===== src/hdl/psjm_pkg.sv =====
// ----------------------------------------------------------------------------
// psjm_pkg: shared types and constants of the packet sequence monitor
// Field widths, the status codes and the packet and result records that pass
// between the top level and the classifier core.
// ----------------------------------------------------------------------------
package psjm_pkg;

  // Field widths
  localparam int SEQ_BITS      = 32;
  localparam int DELAY_BITS    = 40;
  localparam int COUNT_BITS    = 32;
  localparam int GAP_BITS      = 32;
  localparam int GAP_SUM_BITS  = 48;
  localparam int JITTER_BITS   = 40;
  localparam int STATUS_BITS   = 3;

  // Classification reported with every packet
  typedef enum logic [STATUS_BITS-1:0] {
    ST_FIRST        = 3'd0,
    ST_IN_ORDER     = 3'd1,
    ST_OUT_OF_ORDER = 3'd2,
    ST_DUPLICATE    = 3'd3,
    ST_CHECKSUM     = 3'd4,
    ST_DECODE       = 3'd5
  } status_t;

  // One received packet header
  typedef struct packed {
    logic [SEQ_BITS-1:0]   seq_number;
    logic                  payload_ok;
    logic                  decode_ok;
    logic                  warmup;
    logic [DELAY_BITS-1:0] delay;
  } item_t;

  // One result record
  typedef struct packed {
    status_t                 status;
    logic [GAP_BITS-1:0]     gap;
    logic [JITTER_BITS-1:0]  jitter;
    logic [COUNT_BITS-1:0]   reorder_total;
    logic [COUNT_BITS-1:0]   duplicate_total;
    logic [COUNT_BITS-1:0]   checksum_error_total;
    logic [GAP_SUM_BITS-1:0] gap_total;
  } result_t;

  // Counter increment that sticks at all ones
  function automatic logic [COUNT_BITS-1:0] sat_inc(input logic [COUNT_BITS-1:0] v);
    logic [COUNT_BITS-1:0] r;
    r = (&v) ? v : v + 1'b1;
    return r;
  endfunction

endpackage


===== src/hdl/psjm_core.sv =====
// ----------------------------------------------------------------------------
// psjm_core: packet classifier and statistics state
// Holds the reference sequence number, previous delay and the saturating
// counters. Works out the result of the presented packet combinationally and
// commits the new state when the packet moves on.
// ----------------------------------------------------------------------------
module psjm_core (
  input  logic              clk,
  input  logic              rst_n,
  input  logic              fire,
  input  psjm_pkg::item_t   item,
  output psjm_pkg::result_t result
);
  import psjm_pkg::*;

  logic                    seen_first_r,  seen_first_nxt;
  logic [SEQ_BITS-1:0]     ref_seq_r,     ref_seq_nxt;
  logic [DELAY_BITS-1:0]   prev_delay_r,  prev_delay_nxt;
  logic [COUNT_BITS-1:0]   reorder_r,     reorder_nxt;
  logic [COUNT_BITS-1:0]   duplicate_r,   duplicate_nxt;
  logic [COUNT_BITS-1:0]   cksum_err_r,   cksum_err_nxt;
  logic [GAP_SUM_BITS-1:0] gap_sum_r,     gap_sum_nxt;

  logic [SEQ_BITS-1:0]     gap_full;
  logic [GAP_SUM_BITS:0]   gap_sum_ext;
  logic [GAP_SUM_BITS-1:0] gap_sum_sat;
  logic [DELAY_BITS:0]     delay_diff;
  logic [DELAY_BITS:0]     delay_abs;
  status_t                 status;
  logic [GAP_BITS-1:0]     gap;
  logic [JITTER_BITS-1:0]  jitter;

  // Gap to the reference and the saturating running sum
  assign gap_full    = item.seq_number - ref_seq_r - 1'b1;
  assign gap_sum_ext = {1'b0, gap_sum_r} + (GAP_SUM_BITS + 1)'(gap_full);
  assign gap_sum_sat = gap_sum_ext[GAP_SUM_BITS] ? {GAP_SUM_BITS{1'b1}}
                                                 : gap_sum_ext[GAP_SUM_BITS-1:0];

  // Absolute delay change on one extra bit so that it cannot overflow
  assign delay_diff = {item.delay[DELAY_BITS-1], item.delay}
                    - {prev_delay_r[DELAY_BITS-1], prev_delay_r};
  assign delay_abs  = delay_diff[DELAY_BITS] ? (~delay_diff + 1'b1) : delay_diff;

  // Classification and next state
  always_comb begin
    seen_first_nxt = seen_first_r;
    ref_seq_nxt    = ref_seq_r;
    prev_delay_nxt = prev_delay_r;
    reorder_nxt    = reorder_r;
    duplicate_nxt  = duplicate_r;
    cksum_err_nxt  = cksum_err_r;
    gap_sum_nxt    = gap_sum_r;
    gap            = '0;
    jitter         = '0;
    if (!item.payload_ok) begin
      cksum_err_nxt = sat_inc(cksum_err_r);
      status        = ST_CHECKSUM;
    end else if (!item.decode_ok) begin
      status = ST_DECODE;
    end else begin
      if (!seen_first_r) begin
        seen_first_nxt = 1'b1;
        ref_seq_nxt    = item.seq_number;
        status         = ST_FIRST;
      end else if (item.seq_number < ref_seq_r) begin
        reorder_nxt = sat_inc(reorder_r);
        status      = ST_OUT_OF_ORDER;
      end else if (item.seq_number == ref_seq_r) begin
        duplicate_nxt = sat_inc(duplicate_r);
        status        = ST_DUPLICATE;
      end else begin
        gap         = GAP_BITS'(gap_full);
        gap_sum_nxt = gap_sum_sat;
        ref_seq_nxt = item.seq_number;
        status      = ST_IN_ORDER;
      end
      if (!item.warmup) begin
        jitter         = JITTER_BITS'(delay_abs);
        prev_delay_nxt = item.delay;
      end
    end
  end

  // Result carries the totals after this packet
  always_comb begin
    result.status               = status;
    result.gap                  = gap;
    result.jitter               = jitter;
    result.reorder_total        = reorder_nxt;
    result.duplicate_total      = duplicate_nxt;
    result.checksum_error_total = cksum_err_nxt;
    result.gap_total            = gap_sum_nxt;
  end

  // State registers, committed when the packet leaves the input stage
  always_ff @(posedge clk) begin
    if (!rst_n) begin
      seen_first_r <= 1'b0;
      ref_seq_r    <= '0;
      prev_delay_r <= '0;
      reorder_r    <= '0;
      duplicate_r  <= '0;
      cksum_err_r  <= '0;
      gap_sum_r    <= '0;
    end else if (fire) begin
      seen_first_r <= seen_first_nxt;
      ref_seq_r    <= ref_seq_nxt;
      prev_delay_r <= prev_delay_nxt;
      reorder_r    <= reorder_nxt;
      duplicate_r  <= duplicate_nxt;
      cksum_err_r  <= cksum_err_nxt;
      gap_sum_r    <= gap_sum_nxt;
    end
  end

  // The first-packet class can only be given once after reset.
  a_first_once: assert property (@(posedge clk) disable iff (!rst_n)
    fire && seen_first_r |-> status != ST_FIRST)
    else $error("first-packet status given twice");

  // The gap sum never shrinks.
  a_gap_sum_mono: assert property (@(posedge clk) disable iff (!rst_n)
    fire |=> gap_sum_r >= $past(gap_sum_r))
    else $error("gap sum decreased");

  // The reference only moves on a first or in-order packet.
  a_ref_move: assert property (@(posedge clk) disable iff (!rst_n)
    fire && !(status == ST_FIRST || status == ST_IN_ORDER) |=> $stable(ref_seq_r))
    else $error("reference changed on a non-advancing packet");

endmodule


===== src/hdl/packet_sequence_and_jitter_monitor.sv =====
// ----------------------------------------------------------------------------
// packet_sequence_and_jitter_monitor: sequence and jitter monitor top level
// Input stage, classifier core and result register with valid/ready handshake.
// ----------------------------------------------------------------------------
// Usage
//   Each transfer on the in_ channel carries one packet header: sequence
//   number, checksum and decode flags, warmup flag and signed delay. Each one
//   gives exactly one transfer on the out_ channel, in order: status, gap,
//   jitter and the running totals after that packet.
//   The packet is captured in an input register, classified by combinational
//   logic and written to the result register, which raises out_valid. One
//   packet per cycle is sustained while out_ready is high; the rate is set by
//   the single classifier pass between the two registers.
//   If the receiver holds out_ready low, the result waits in the result
//   register and one further packet is taken into the input register; after
//   that in_ready drops until the result is taken.
//   Reset clears both stages, the reference sequence number, the previous
//   delay and all counters; the next good packet is reported as the first.
// ----------------------------------------------------------------------------
module packet_sequence_and_jitter_monitor (
  input  logic                                     clk,
  input  logic                                     rst_n,
  input  logic                                     in_valid,
  output logic                                     in_ready,
  input  logic [psjm_pkg::SEQ_BITS-1:0]            in_seq_number,
  input  logic                                     in_payload_ok,
  input  logic                                     in_decode_ok,
  input  logic                                     in_warmup,
  input  logic signed [psjm_pkg::DELAY_BITS-1:0]   in_delay,
  output logic                                     out_valid,
  input  logic                                     out_ready,
  output logic [psjm_pkg::STATUS_BITS-1:0]         out_status,
  output logic [psjm_pkg::GAP_BITS-1:0]            out_gap,
  output logic [psjm_pkg::JITTER_BITS-1:0]         out_jitter,
  output logic [psjm_pkg::COUNT_BITS-1:0]          out_reorder_total,
  output logic [psjm_pkg::COUNT_BITS-1:0]          out_duplicate_total,
  output logic [psjm_pkg::COUNT_BITS-1:0]          out_checksum_error_total,
  output logic [psjm_pkg::GAP_SUM_BITS-1:0]        out_gap_total
);
  import psjm_pkg::*;

  logic    s1_valid_r, s1_valid_nxt;
  item_t   s1_item_r;
  logic    out_valid_r, out_valid_nxt;
  result_t result_r;
  result_t core_result;
  logic    advance;
  logic    in_take;

  // Handshake: the input stage moves on whenever the result register is free or being read
  assign advance  = s1_valid_r && (!out_valid_r || out_ready);
  assign in_ready = !s1_valid_r || advance;
  assign in_take  = in_valid && in_ready;

  always_comb begin
    s1_valid_nxt  = in_take || (s1_valid_r && !advance);
    out_valid_nxt = advance || (out_valid_r && !out_ready);
  end

  // Control registers
  always_ff @(posedge clk) begin
    if (!rst_n) begin
      s1_valid_r  <= 1'b0;
      out_valid_r <= 1'b0;
    end else begin
      s1_valid_r  <= s1_valid_nxt;
      out_valid_r <= out_valid_nxt;
    end
  end

  // Input register
  always_ff @(posedge clk) begin
    if (in_take) begin
      s1_item_r.seq_number <= in_seq_number;
      s1_item_r.payload_ok <= in_payload_ok;
      s1_item_r.decode_ok  <= in_decode_ok;
      s1_item_r.warmup     <= in_warmup;
      s1_item_r.delay      <= in_delay;
    end
  end

  // Classifier and statistics
  psjm_core u_core (
    .clk    (clk),
    .rst_n  (rst_n),
    .fire   (advance),
    .item   (s1_item_r),
    .result (core_result)
  );

  // Result register
  always_ff @(posedge clk) begin
    if (advance) begin
      result_r <= core_result;
    end
  end

  assign out_valid                = out_valid_r;
  assign out_status               = result_r.status;
  assign out_gap                  = result_r.gap;
  assign out_jitter               = result_r.jitter;
  assign out_reorder_total        = result_r.reorder_total;
  assign out_duplicate_total      = result_r.duplicate_total;
  assign out_checksum_error_total = result_r.checksum_error_total;
  assign out_gap_total            = result_r.gap_total;

  // Only the defined status codes are reported.
  a_status_code: assert property (@(posedge clk) disable iff (!rst_n)
    out_valid |-> out_status <= ST_DECODE)
    else $error("undefined status code");

  // A non-zero gap belongs to an in-order packet.
  a_gap_class: assert property (@(posedge clk) disable iff (!rst_n)
    out_valid && out_gap != '0 |-> out_status == ST_IN_ORDER)
    else $error("gap reported on a packet that is not in order");

  // Rejected packets carry no jitter.
  a_jitter_rejected: assert property (@(posedge clk) disable iff (!rst_n)
    out_valid && (out_status == ST_CHECKSUM || out_status == ST_DECODE) |->
    out_jitter == '0)
    else $error("jitter reported on a rejected packet");

endmodule

===== config.mk =====
export PLATFORM = sky130hd
export DESIGN_NAME = packet_sequence_and_jitter_monitor
export DESIGN_NICKNAME = d
export VERILOG_FILES = /design/src/hdl/psjm_pkg.sv /design/src/hdl/psjm_core.sv /design/src/hdl/packet_sequence_and_jitter_monitor.sv
export SDC_FILE = /design/constraint.sdc
export NUM_CORES = 1
export LEC_CHECK = 0
export ABC_CLOCK_PERIOD_IN_PS = 13500
export BUFFER_PORTS_ARGS = -buffer_cell sky130_fd_sc_hd__buf_2
export CAP_MARGIN = 20
export CORE_ASPECT_RATIO = 0.9
export CORE_MARGIN = 2
export CORE_UTILIZATION = 50
export DETAILED_ROUTE_END_ITERATION = 10
export GPL_ROUTABILITY_DRIVEN = 0
export MAX_ROUTING_LAYER = met4
export PLACE_DENSITY = 0.76
export SLEW_MARGIN = 20
export SYNTH_ARGS = -nofsm -noshare
export SYNTH_HDL_FRONTEND = slang
export SYNTH_SLANG_ARGS = --single-unit

===== constraint.sdc =====
create_clock -name clk -period 13.5 [get_ports clk]
set_clock_uncertainty 0.1 [all_clocks]
set_input_delay 2.7 -clock clk [delete_from_list [all_inputs] [get_ports clk]]
set_output_delay 2.7 -clock clk [all_outputs]
set_load 0.005 [all_outputs]

==> key figures <==
Worst setup path
  – Setup crit end kind: flip-flop
  – Worst path cell trace: ha_1, inv_1, fa_1, inv_1, a21oi_1, o21bai_1, a31oi_1, o21ai_0, a21oi_1, o21ai_0, a21o_1, a21oi_1, xnor2_1, ha_1, a21oi_1, o21ai_0, a221o_1, a21o_1, o211ai_1, a21oi_1, o2111ai_1, nand2_1, nand2_1, mux2_2
  – Worst reg2reg startpoint: s1_item_r[43]
  – Slowest cell delay on critical path: 0.55 ns
  – Path type of the worst setup path: reg2reg
  – Crit path max fanout: 23
  – Worst Path Required: 13.77 ns
  – FF-to-FF path depth: 24
  – Critical path's slowest cell: o21ai_0
  – Worst R2R Setup Slack: 7.01 ns
  – Crit. path cell count: 24
  – Crit path top cell by count: a21oi_1
  – Critical Path Start: s1_item_r[43]
  – Crit-path leading delay family: compound AO/OA/AOI/OAI gates
  – Startpoint Class: flip-flop
  – Worst reg2reg endpoint: out_gap_total[33]
  – Worst EP arrival: 6.76 ns
  – Worst path bufs/invs: 2

Yosys
  – Largest area contributor in the synthesized netlist: edfxtp_1
  – Dominant cells by area after synthesis: edfxtp_1 32%, dfxtp_1 16%, nand2_1 5.2%
  – Largest family of logic cells by synthesized area: simple AND/OR/NAND/NOR gates
  – Top-area cell type share of the netlist area: 31.8%
  – Number of synthesized flops with an enable pin: 294
  – Synth Instances: 2,970
  – Post-synthesis adder-cell area fraction: 5.17%
  – Syn nets: 3,162
  – Yosys warning total: 0
  – Synth Area in Simple Gates: 19.1%
  – Yosys cell types: 96
  – Fraction of synthesized area in multiplexers: 0.869%
  – Syn avg cell area: 9.35 um2
  – Mapped cell area: 0.0278 mm2
  – Async SR Flop Fraction: 0%
  – XOR/XNOR Fraction of Synth Area: 8.35%
  – Synthesized flop and latch total: 513
  – Register area share after synthesis: 47.6%
  – Top FF cell, synth: edfxtp_1
  – Compound-Gate Fraction of Synth Area: 15.4%

Placed design
  – PortBufs: 299
  – HPWL Detailed: 49,400 um
  – Placed cell area: 0.0298 mm2
  – DP Worst Slack: 7.16 ns

Clock network
  – Total CTS buffers: 53
  – Hold Buf Count CTS: 0
  – Worst-path clk slew: 0.06 ns
  – CTS tree: done
  – Postcts setup bufs: 0
  – Skew-Pair Late Insertion Delay: 0.62 ns
  – H-tree levels: 2
  – CTS root buf: clkbuf_16
  – Clk buf depth: 3
  – CTS Sinks: 513
  – Cts repair resizes: 0

Timing
  – Setup violators final: 0
  – Final Hold Viols: 0
  – Final Critical Period: 6.49 ns
  – RSZ-0062 raised after global routing: no
  – Slew HR: 32.7%
  – Final max-slew violation count: 0
  – Final setup margin: 7.01 ns
  – Fmax: 154 MHz
  – Final worst-path cycle share: 48.1%
  – Worst slew pin tran: 0.994 ns
  – Total Neg Setup Slack: 0 ns

Final layout
  – Share of cells above drive strength 1: 14.3%
  – Area Growth Syn to Fin: 13.3%
  – Final nets: 3,392
  – Cell area after layout: 0.0315 mm2

Floorplan
  – Die area: 0.0575 mm2
  – Initial Util: 50.9%
  – Die height: 228 um
  – Io pins: 300
  – Core Rows: 81
  – Core Region: 0.0546 mm2
  – Die width: 252 um

Drt
  – Pre-antenna DRT Iters: 6
  – Initial drt markers: 1,762
  – Drt wl/cell: 17.5 um
  – DRC viols: 0
  – Detailed Route WL: 69,000 um
  – Via count: 22,400
  – DR vias/cell: 5.67
  – ANT nets after route: 0

Power and ir drop
  – PD cells: 114 mW/mm2
  – LEAKAGE: 11.7 nW
  – Max rail drop VDD: 0.000103 V

Outcome
  – Outcome: finished clean

Global route
  – First-pass GRT wire length: 107,000 um
  – Pin count of the biggest net entering global routing: 135
  – GRT Total Usage: 24.1%
  – Vias in the first global route: 20,200
  – Overflow after GRT: 0
  – Initial antenna violation count: 2

Min path
  – Hold depth: 2
  – Min-Delay Path Class: reg2reg
  – Worst hold path endpoint: u_core.ref_seq_r[20]
  – Worst hold path startpoint: u_core.ref_seq_r[20]

Job
  – Max-Cap Viols: 0
-- power breakdown --
group / total, W / switching, W / internal (W)
clock: 0.00143 / 0.000622 / 0.000809
combinational: 0.000434 / 0.000280 / 0.000153
sequential: 0.00173 / 0.0000254 / 0.00170
total: 0.00359 / 0.000928 / 0.00267
-- final cells by class --
type                       count  area, um2
antenna                        4       10.0
clock buffer                  72       1440
clock inverter                27        250
fill                        4637      23200
inverter                     123        474
multi-input combinational   2195      13600
sequential                   513      13200
tap                          705        882
timing repair buffer         314       1610
-- metrics by stage --
step | hold WS, ns | total power [W] | std cells | utilization, %
2_1_floorplan | 0.336 | 0.00205 | 2970 | -
3_3_place_gp | 0.342 | 0.00219 | 3849 | 54.5
3_5_place_dp | 0.346 | 0.00219 | 3850 | 54.5
4_1_cts | 0.355 | 0.00362 | 3949 | 57.6
5_1_grt | 0.366 | 0.00374 | 3950 | 57.6
6_report | 0.352 | 0.00359 | 3953 | 57.6
-- per-layer routing --
metal,share of wire [%],wire (um),track usage (%)
met1,46,31700,33.4
met2,44,30500,36.2
met3,7.3,5070,4.15
met4,2.6,1770,7.27
met5,0,0,-
-- how the worst max path moves through the flow --
stage                                        to  slack, ns
global route                  out_gap_total[33]       6.51
CTS                           out_gap_total[33]       7.14
global placement              out_gap_total[33]       7.29
floorplan           out_checksum_error_total[0]       2.95
detailed placement            out_gap_total[33]       7.16
finish                        out_gap_total[33]       7.01
-- flip-flops by register name, indices dropped and copies added (netlist names), 32 cells and up --
signal,count
out_checksum_error_total,32
out_duplicate_total,32
out_gap,32
out_gap_total,48
out_jitter,40
out_reorder_total,32
s1_item_r,75
u_core.cksum_err_r,32
u_core.duplicate_r,32
u_core.gap_sum_r,48
u_core.prev_delay_r,40
u_core.ref_seq_r,32
u_core.reorder_r,32
-- logic make-up after synthesis --
group	Yosys count
AOI/OAI and AO/OA	665
DFF	513
buffers and inverters	262
xor gates and xnor gates	264
adders and majority gates	113
muxes	22
and+or+nand+nor	1131
-- cells in the mapped netlist, types with 15 or more instances --
cell	count
inv_1	123
nand3_1	92
nand2_1	385
and3_1	36
o21a_1	22
edfxtp_1	294
ha_1	110
o211ai_1	20
nand2b_1	19
o31ai_1	15
xnor2_1	150
nand4_1	50
dfxtp_1	219
nor3_1	72
a21oi_1	245
or3_1	37
o21ai_0	138
a21o_1	40
nor2_1	298
and2_1	45
nor4_1	20
xor2_1	113
clkbuf_1	116
a211oi_1	27
a31oi_1	28
buf_2	19
-- worst reg2reg max path, delay by kind of cell (launching register included) --
kind	cells	cell delay, ns
buf+inv	2	0.13
compound gates	15	3.33
flops	1	0.37
mux	1	0.35
xor+xnor	1	0.23
fa+ha+maj	3	0.93
simple gates	2	0.81
-- placed cells by master, fill, tap and decap left out, drive strengths merged, types with 38 or more instances in the layout --
| cell | instances |
|---|---|
| a21o | 40 |
| a21oi | 250 |
| and2 | 46 |
| buf | 314 |
| clkbuf | 72 |
| dfxtp | 219 |
| edfxtp | 294 |
| ha | 110 |
| inv | 126 |
| nand2 | 387 |
| nand3 | 92 |
| nand4 | 50 |
| nor2 | 298 |
| nor3 | 75 |
| o21ai | 144 |
| or3 | 38 |
| xnor2 | 150 |
| xor2 | 114 |
No activity file was read; power rests on OpenSTA's default activity.
